[src/rtl/fpa_pkg.sv]
`timescale 1ns / 1ps
`default_nettype none
// ----------------------------------------------------------------------------
// fpa_pkg: shared types and codes for the partition allocator
// Holds the input and result word layouts, the command, status and policy
// codes, and the sequencer state type.
// ----------------------------------------------------------------------------
package fpa_pkg;

    // Command codes carried in the kind field
    localparam logic [1:0] KIND_CLEAR  = 2'd0;
    localparam logic [1:0] KIND_APPEND = 2'd1;
    localparam logic [1:0] KIND_ALLOC  = 2'd2;

    // Placement rule held in the policy register
    typedef enum logic [1:0] {
        POL_FIRST = 2'd0,
        POL_BEST  = 2'd1,
        POL_WORST = 2'd2,
        POL_NEXT  = 2'd3
    } policy_t;

    // Result status codes
    typedef enum logic [2:0] {
        ST_DONE    = 3'd0,
        ST_GRANT   = 3'd1,
        ST_EXACT   = 3'd2,
        ST_REFUSED = 3'd3,
        ST_FULL    = 3'd4
    } status_t;

    // Sequencer states
    typedef enum logic [2:0] {
        S_IDLE,
        S_SCAN_RD,
        S_SCAN_CMP,
        S_UPDATE,
        S_SHIFT_RD,
        S_SHIFT_WR,
        S_RESULT
    } state_t;

    // Input word
    typedef struct packed {
        logic [1:0]  kind;
        logic [15:0] size_value;
    } in_word_t;

    // Result word
    typedef struct packed {
        logic [2:0]  status;
        logic [3:0]  slot_index;
        logic [15:0] remaining_size;
        logic [4:0]  entry_count;
    } out_word_t;

endpackage
`default_nettype wire

[src/rtl/fpa_table.sv]
`timescale 1ns / 1ps
`default_nettype none
// ----------------------------------------------------------------------------
// fpa_table: partition size store
// One write port and one read port; read data is registered, so it shows
// the entry addressed in the previous cycle.
// ----------------------------------------------------------------------------
module fpa_table #(
    parameter int DEPTH = 16,
    parameter int WIDTH = 16
) (
    input  wire                       aclk,
    input  wire                       wr_en,
    input  wire [$clog2(DEPTH)-1:0]   wr_addr,
    input  wire [WIDTH-1:0]           wr_data,
    input  wire [$clog2(DEPTH)-1:0]   rd_addr,
    output logic [WIDTH-1:0]          rd_data
);

    logic [WIDTH-1:0] mem [DEPTH];

    // Write the addressed entry
    always_ff @(posedge aclk) begin
        if (wr_en) begin
            mem[wr_addr] <= wr_data;
        end
    end

    // Register the read word
    always_ff @(posedge aclk) begin
        rd_data <= mem[rd_addr];
    end

endmodule
`default_nettype wire

[src/rtl/fit_policy_partition_allocator.sv]
`timescale 1ns / 1ps
`default_nettype none
// ----------------------------------------------------------------------------
// fit_policy_partition_allocator: ordered free-partition table with a
// selectable placement rule (first, best, worst or next fit)
// ----------------------------------------------------------------------------
// Usage:
//   Input words (s_valid/s_ready, s_data) clear the table, append a partition
//   or request an allocation. Each word yields exactly one result word on
//   m_valid/m_ready, m_data. The policy register is written with cfg_we and
//   cfg_wdata, by the user only while the block is idle; the block itself
//   does not enforce this. The block handles one word at a time: s_ready is
//   high only while idle. Clear, append, undefined commands and trivially
//   refused requests show their result in the cycle after acceptance. A
//   request walks the table through the single read port of the store, a
//   read step and a compare step per entry scanned, then an update step; an
//   exact fit adds a shift-down pass that reads and writes each entry moved.
//   Reset clears the entry count, the next-fit rover and the policy (first
//   fit); the size store is not cleared and needs no sweep.
//   A stalled receiver holds the result word; no new word is taken until it
//   leaves.
// ----------------------------------------------------------------------------
module fit_policy_partition_allocator #(
    parameter int SLOTS     = 16,
    parameter int SIZE_BITS = 16
) (
    input  wire               aclk,
    input  wire               aresetn,
    input  wire               s_valid,
    output logic              s_ready,
    input  fpa_pkg::in_word_t s_data,
    output logic              m_valid,
    input  wire               m_ready,
    output fpa_pkg::out_word_t m_data,
    input  wire               cfg_we,
    input  wire [1:0]         cfg_wdata
);

    localparam int IW    = $clog2(SLOTS);
    localparam int CW    = $clog2(SLOTS + 1);
    localparam int SW    = SIZE_BITS;
    localparam int InW   = (SW > 16) ? SW : 16;
    localparam int SlotW = (IW > 4) ? IW : 4;
    localparam int CntW  = (CW > 5) ? CW : 5;

    fpa_pkg::state_t  state_reg, state_next;
    fpa_pkg::policy_t policy_reg;
    fpa_pkg::status_t status_reg, status_next;

    logic [CW-1:0] count_reg, count_next;
    logic [IW-1:0] rover_reg, rover_next;
    logic [SW-1:0] req_reg, req_next;
    logic [IW-1:0] k_reg, k_next;
    logic [CW-1:0] i_reg, i_next;
    logic          found_reg, found_next;
    logic [SW-1:0] best_reg, best_next;
    logic [IW-1:0] pick_reg, pick_next;
    logic [IW-1:0] slot_reg, slot_next;
    logic [SW-1:0] rem_reg, rem_next;

    logic          tbl_we;
    logic [IW-1:0] tbl_waddr;
    logic [SW-1:0] tbl_wdata;
    logic [IW-1:0] tbl_raddr;
    logic [SW-1:0] tbl_rdata;

    logic [InW-1:0]   size_wide;
    logic [SW-1:0]    req_in;
    logic [SW-1:0]    diff;
    logic             fits;
    logic             better;
    logic             last_entry;
    logic [InW-1:0]   rem_wide;
    logic [SlotW-1:0] slot_wide;
    logic [CntW-1:0]  cnt_wide;

    // Fit the requested size to the store width
    assign size_wide = InW'(s_data.size_value);
    assign req_in    = size_wide[SW-1:0];

    // Shared compare and subtract
    assign fits       = (tbl_rdata >= req_reg);
    assign better     = !found_reg
                        || (policy_reg == fpa_pkg::POL_BEST  && tbl_rdata < best_reg)
                        || (policy_reg == fpa_pkg::POL_WORST && tbl_rdata > best_reg);
    assign last_entry = (CW'(i_reg + 1'b1) == count_reg);
    assign diff       = best_reg - req_reg;

    fpa_table #(
        .DEPTH (SLOTS),
        .WIDTH (SW)
    ) u_table (
        .aclk    (aclk),
        .wr_en   (tbl_we),
        .wr_addr (tbl_waddr),
        .wr_data (tbl_wdata),
        .rd_addr (tbl_raddr),
        .rd_data (tbl_rdata)
    );

    // Policy register
    always_ff @(posedge aclk) begin
        if (!aresetn) begin
            policy_reg <= fpa_pkg::POL_FIRST;
        end else if (cfg_we) begin
            policy_reg <= fpa_pkg::policy_t'(cfg_wdata);
        end
    end

    // Control state
    always_ff @(posedge aclk) begin
        if (!aresetn) begin
            state_reg <= fpa_pkg::S_IDLE;
            count_reg <= '0;
            rover_reg <= '0;
        end else begin
            state_reg <= state_next;
            count_reg <= count_next;
            rover_reg <= rover_next;
        end
    end

    // Working and result registers
    always_ff @(posedge aclk) begin
        req_reg    <= req_next;
        k_reg      <= k_next;
        i_reg      <= i_next;
        found_reg  <= found_next;
        best_reg   <= best_next;
        pick_reg   <= pick_next;
        status_reg <= status_next;
        slot_reg   <= slot_next;
        rem_reg    <= rem_next;
    end

    // Sequencer
    always_comb begin
        state_next  = state_reg;
        count_next  = count_reg;
        rover_next  = rover_reg;
        req_next    = req_reg;
        k_next      = k_reg;
        i_next      = i_reg;
        found_next  = found_reg;
        best_next   = best_reg;
        pick_next   = pick_reg;
        status_next = status_reg;
        slot_next   = slot_reg;
        rem_next    = rem_reg;
        tbl_we      = 1'b0;
        tbl_waddr   = pick_reg;
        tbl_wdata   = req_reg;
        tbl_raddr   = k_reg;
        s_ready     = 1'b0;
        m_valid     = 1'b0;

        case (state_reg)
            fpa_pkg::S_IDLE: begin
                s_ready = 1'b1;
                if (s_valid) begin
                    slot_next   = '0;
                    rem_next    = '0;
                    status_next = fpa_pkg::ST_REFUSED;
                    state_next  = fpa_pkg::S_RESULT;
                    case (s_data.kind)
                        fpa_pkg::KIND_CLEAR: begin
                            count_next  = '0;
                            rover_next  = '0;
                            status_next = fpa_pkg::ST_DONE;
                        end
                        fpa_pkg::KIND_APPEND: begin
                            if (count_reg >= CW'(SLOTS)) begin
                                status_next = fpa_pkg::ST_FULL;
                            end else begin
                                tbl_we      = 1'b1;
                                tbl_waddr   = count_reg[IW-1:0];
                                tbl_wdata   = req_in;
                                count_next  = count_reg + 1'b1;
                                slot_next   = count_reg[IW-1:0];
                                status_next = fpa_pkg::ST_DONE;
                            end
                        end
                        fpa_pkg::KIND_ALLOC: begin
                            req_next = req_in;
                            if (req_in != '0 && count_reg != '0) begin
                                i_next     = '0;
                                found_next = 1'b0;
                                if (policy_reg == fpa_pkg::POL_NEXT
                                    && CW'(rover_reg) < count_reg) begin
                                    k_next = rover_reg;
                                end else begin
                                    k_next = '0;
                                end
                                state_next = fpa_pkg::S_SCAN_RD;
                            end
                        end
                        default: begin
                            status_next = fpa_pkg::ST_REFUSED;
                        end
                    endcase
                end
            end

            // Address the next entry of the scan
            fpa_pkg::S_SCAN_RD: begin
                tbl_raddr  = k_reg;
                state_next = fpa_pkg::S_SCAN_CMP;
            end

            // Compare the entry and decide whether the scan ends
            fpa_pkg::S_SCAN_CMP: begin
                if (fits && better) begin
                    found_next = 1'b1;
                    best_next  = tbl_rdata;
                    pick_next  = k_reg;
                end
                if ((fits && (policy_reg == fpa_pkg::POL_FIRST
                              || policy_reg == fpa_pkg::POL_NEXT)) || last_entry) begin
                    if (found_reg || fits) begin
                        state_next = fpa_pkg::S_UPDATE;
                    end else begin
                        status_next = fpa_pkg::ST_REFUSED;
                        slot_next   = '0;
                        rem_next    = '0;
                        state_next  = fpa_pkg::S_RESULT;
                    end
                end else begin
                    i_next = i_reg + 1'b1;
                    if (CW'(k_reg) + 1'b1 == count_reg) begin
                        k_next = '0;
                    end else begin
                        k_next = k_reg + 1'b1;
                    end
                    state_next = fpa_pkg::S_SCAN_RD;
                end
            end

            // Take the request out of the chosen entry
            fpa_pkg::S_UPDATE: begin
                rover_next = pick_reg;
                slot_next  = pick_reg;
                if (diff == '0) begin
                    status_next = fpa_pkg::ST_EXACT;
                    rem_next    = '0;
                    k_next      = pick_reg;
                    state_next  = fpa_pkg::S_SHIFT_RD;
                end else begin
                    tbl_we      = 1'b1;
                    tbl_waddr   = pick_reg;
                    tbl_wdata   = diff;
                    status_next = fpa_pkg::ST_GRANT;
                    rem_next    = diff;
                    state_next  = fpa_pkg::S_RESULT;
                end
            end

            // Read the entry above the gap, or finish compaction
            fpa_pkg::S_SHIFT_RD: begin
                if (CW'(k_reg) + 1'b1 < count_reg) begin
                    tbl_raddr  = k_reg + 1'b1;
                    state_next = fpa_pkg::S_SHIFT_WR;
                end else begin
                    count_next = count_reg - 1'b1;
                    state_next = fpa_pkg::S_RESULT;
                end
            end

            // Move it down one slot
            fpa_pkg::S_SHIFT_WR: begin
                tbl_we     = 1'b1;
                tbl_waddr  = k_reg;
                tbl_wdata  = tbl_rdata;
                k_next     = k_reg + 1'b1;
                state_next = fpa_pkg::S_SHIFT_RD;
            end

            // Hold the result word until taken
            fpa_pkg::S_RESULT: begin
                m_valid = 1'b1;
                if (m_ready) begin
                    state_next = fpa_pkg::S_IDLE;
                end
            end

            default: begin
                state_next = fpa_pkg::S_IDLE;
            end
        endcase
    end

    // Result word
    assign rem_wide  = InW'(rem_reg);
    assign slot_wide = SlotW'(slot_reg);
    assign cnt_wide  = CntW'(count_reg);

    always_comb begin
        m_data.status         = status_reg;
        m_data.slot_index     = slot_wide[3:0];
        m_data.remaining_size = rem_wide[15:0];
        m_data.entry_count    = cnt_wide[4:0];
    end

endmodule
`default_nettype wire

[config.mk]
export PLATFORM = sky130hd
export DESIGN_NAME = fit_policy_partition_allocator
export DESIGN_NICKNAME = d
export VERILOG_FILES = /design/src/rtl/fpa_pkg.sv /design/src/rtl/fpa_table.sv /design/src/rtl/fit_policy_partition_allocator.sv
export SDC_FILE = /design/constraint.sdc
export NUM_CORES = 1
export LEC_CHECK = 0
export BUFFER_PORTS_ARGS = -buffer_cell sky130_fd_sc_hd__buf_2
export CAP_MARGIN = 15
export CORE_UTILIZATION = 35
export CTS_CLUSTER_DIAMETER = 150
export DETAILED_ROUTE_END_ITERATION = 7
export PLACE_DENSITY = 0.53
export SYNTH_ARGS = -nofsm -noshare
export SYNTH_HDL_FRONTEND = slang
export SYNTH_SLANG_ARGS = --single-unit
[constraint.sdc]
create_clock -name aclk -period 5.7 [get_ports aclk]
set_input_delay 0.285 -clock aclk [delete_from_list [all_inputs] [get_ports aclk]]
set_output_delay 0.285 -clock aclk [all_outputs]
set_load 0.02 [all_outputs]
==> results.yml <==
outcome:
  status: "finished clean"
sta:
  min_period_ns: 4.49
  rsz0062_at_grt: "false"
  tns_ns: 0
  setup_violations: 0
  worst_pin_slew_ns: 1.18
  hold_viol_final: 0
  finalMaxSlewViolations: 0
  setup_ws_ns: 1.21
  max_freq_mhz: 223
  slew_headroom_pct: 20.8
  finalClockSkew_ns: 0.0117
  min_period_over_period_pct: 78.8
synthesis:
  ys_async_sr_fraction_pct: 0
  yosys_warnings: 0
  ys_seq_elements: 355
  ys_seq_area_share_pct: 63.4
  synth_area_per_cell_um2: 12.7
  synth_edf_count: 325
  synthDistinctLibCells: 80
  syn-num-nets: 1381
  synthFlopType: "edfxtp_1"
  synthCells: 1291
  syn_area_um2: 16300
job:
  maxCapViolCount: 0
drt:
  drcViolationCount: 0
  drt.antenna.violating_nets: 0
  routed_via_density: 5.48
  routedWlPerCell_um: 22.4
  drtIter0Drc: 1045
  vias: 11100
  dr.pass1.iters: 6
  routed_wirelength_um: 45300
floorplanning:
  dieWidth_um: 218
  core_um2: 45700
  initial_core_util_pct: 35.8
  die_h_um: 218
  dieArea_um2: 47500
  fp-row-count: 78
  io_pins: 55
clock_tree:
  htreeDepth: 2
  cts_hold_buf: 18
  cts-resized-gates: 0
  cts_tree: "yes"
  clock_sinks: 355
  path_clk_slew_ns: 0.06
  insertion_delay_ns: 0.57
  numCtsBuffers: 40
  cts_root_buf: "clkbuf_16"
  cts_setup_buffers: 0
  cts.path.max_buffers: 3
setup_path:
  cp-end-kind: "flip-flop"
  rr_startpoint: "req_reg[0]$_DFFE_PP_"
  crit_type: "reg -> reg"
  cp.arrival_ns: 4.69
  critPathLaunch: "req_reg[0]$_DFFE_PP_"
  start_kind: "flip-flop"
  crit_required_ns: 5.90
  worstPathMaxFanout: 16
layout:
  top_register: "u_table.mem"
  final_cell_count_no_fill: 2025
  largest_reg_flops: 256
  final_nets: 1483
  antennaDiodeCount: 0
  area_growth_pct: 17.5
  drive_gt1_share_pct: 15.6
power:
  cellLeakagePower_nw: 6.98
  ir_drop_v: 0.000270
  p_per_area_nw_per_um2: 523
placed_design:
  portBuffers: 54
  gp_congestion: 0.888
  dpl.hpwl_um: 28300
  post-place-ws_ns: 1.15
  dp.cells: 1930
global_routing:
  grt_use_total_pct: 19.2
  busiest_layer: "met2"
  use_met2_pct: 30.4
  grt-ovfl-total: 0
  met1_usage_pct: 26.6
  grt_pass1_vias: 10800
  grt_pass1_wl_um: 67800
  use_met3_pct: 3.31
  grt_start_max_net_pins: 64
  antenna_found_initial: 0
worst_hold_path:
  hold_path_class: "in -> reg"
  min-delay-start: "s_data[0]"
-- cells by family (layout without fill, tap and decap cells) --
| group | after synthesis | after routing | synth area share, % |
|---|---|---|---|
| adders and majority gates | 65 | 65 | 5.03 |
| DFF | 355 | 355 | 63.4 |
| xor gates and xnor gates | 16 | 16 | 0.858 |
| and+or+nand+nor | 426 | 426 | 12.4 |
| AOI/OAI and AO/OA | 277 | 277 | 13.1 |
| buffers and inverters | 112 | 246 | 2.69 |
| muxes | 40 | 40 | 2.49 |
-- worst paths after layout --
check        depth (start not counted)                           end  slack [ns]
max                                 11  u_table.mem[12][9]$_DFFE_PP_        1.21
min                                  1          req_reg[0]$_DFFE_PP_        0.04
max reg2reg                         11  u_table.mem[12][9]$_DFFE_PP_        1.21
min reg2reg                          2     rover_reg[0]$_SDFFE_PN0P_        0.48
-- Yosys cell counts, types with 6 or more instances --
cell	n	area (µm²)
o21ai_0	23	115
inv_1	54	203
or3_1	6	37.5
nand2_1	177	664
and2_1	41	257
a211oi_1	41	308
a32o_1	16	160
a31oi_1	25	156
o21ai_1	11	55.1
o21a_1	7	52.6
a21oi_1	33	165
a2111oi_0	17	149
nor2b_1	10	62.6
a22oi_1	8	60.1
nand2b_1	10	62.6
nand3_1	55	275
edfxtp_1	325	9760
nor3_1	19	95.1
a221oi_1	14	123
mux2i_1	37	370
dfxtp_1	30	601
buf_2	9	45.0
xnor2_1	11	96.3
ha_1	64	801
a21o_1	11	82.6
nor4_1	14	87.6
a41o_1	16	160
and3_1	6	37.5
clkbuf_1	46	173
nor2_1	61	229
-- per-layer routing --
| metal | routed length (µm) | vias up |
|---|---|---|
| met5 | 45 | - |
| met2 | 20700 | 342 |
| met4 | 1200 | 2 |
| met1 | 20600 | 5546 |
| li1 | - | 5133 |
| met3 | 2820 | 77 |
-- placed cells by master (no fill, tap or decap), drive strengths merged, types with 17 or more instances in the layout --
cell         netlist  routed
edfxtp           325     325
nand2            178     178
buf               12     100
ha                64      64
nor2              62      62
inv               54      57
nand3             56      56
clkbuf            46      55
and2              44      44
a211oi            41      41
mux2i             38      38
a21oi             38      38
o21ai             35      35
dfxtp             30      30
a31oi             25      25
nor3              20      20
dlygate4sd3        0      18
a2111oi           17      17
-- power breakdown --
part | internal, mW | switching (mW) | total, mW
Sequential | 3.55 | 0.275 | 3.82
Combinational | 1.21 | 2.38 | 3.59
Clock | 1.55 | 1.08 | 2.63
-- area by class of cell --
type                    count  area (µm²)
clock buffers              55        1140
flip-flops and latches    355       10400
inverters                  54         203
multi-input cells         824        5690
fillers                  4255       26500
well taps                 600         751
repair buffers            118         846
clock inverters            19         206
-- worst max-delay path, cell delays in order, from the launching register on --
cell,delay (ns)
edfxtp_1,0.48
ha_1,0.26
fa_1,0.41
nor2b_1,0.18
o31a_1,0.23
a21oi_1,0.11
a211oi_1,0.43
nand2_1,0.12
nor3_2,0.27
nand3b_4,0.13
o31a_1,0.49
o21ai_1,1.00
-- through the flow --
step / total power [mW] / util (%) / instance area [µm²] / hold slack (ns)
6_report: 10.0 / 42.0 / 19200 / 0.0351
3_5_place_dp: 7.42 / 38.6 / 17600 / 0.477
4_1_cts: 10.1 / 42.0 / 19200 / 0.0134
3_3_place_gp: 7.38 / 38.6 / 17600 / 0.469
5_1_grt: 10.6 / 42.0 / 19200 / 0.0227
2_1_floorplan: 6.05 / - / 16300 / 0.384
(Power assumes the default switching activity.)
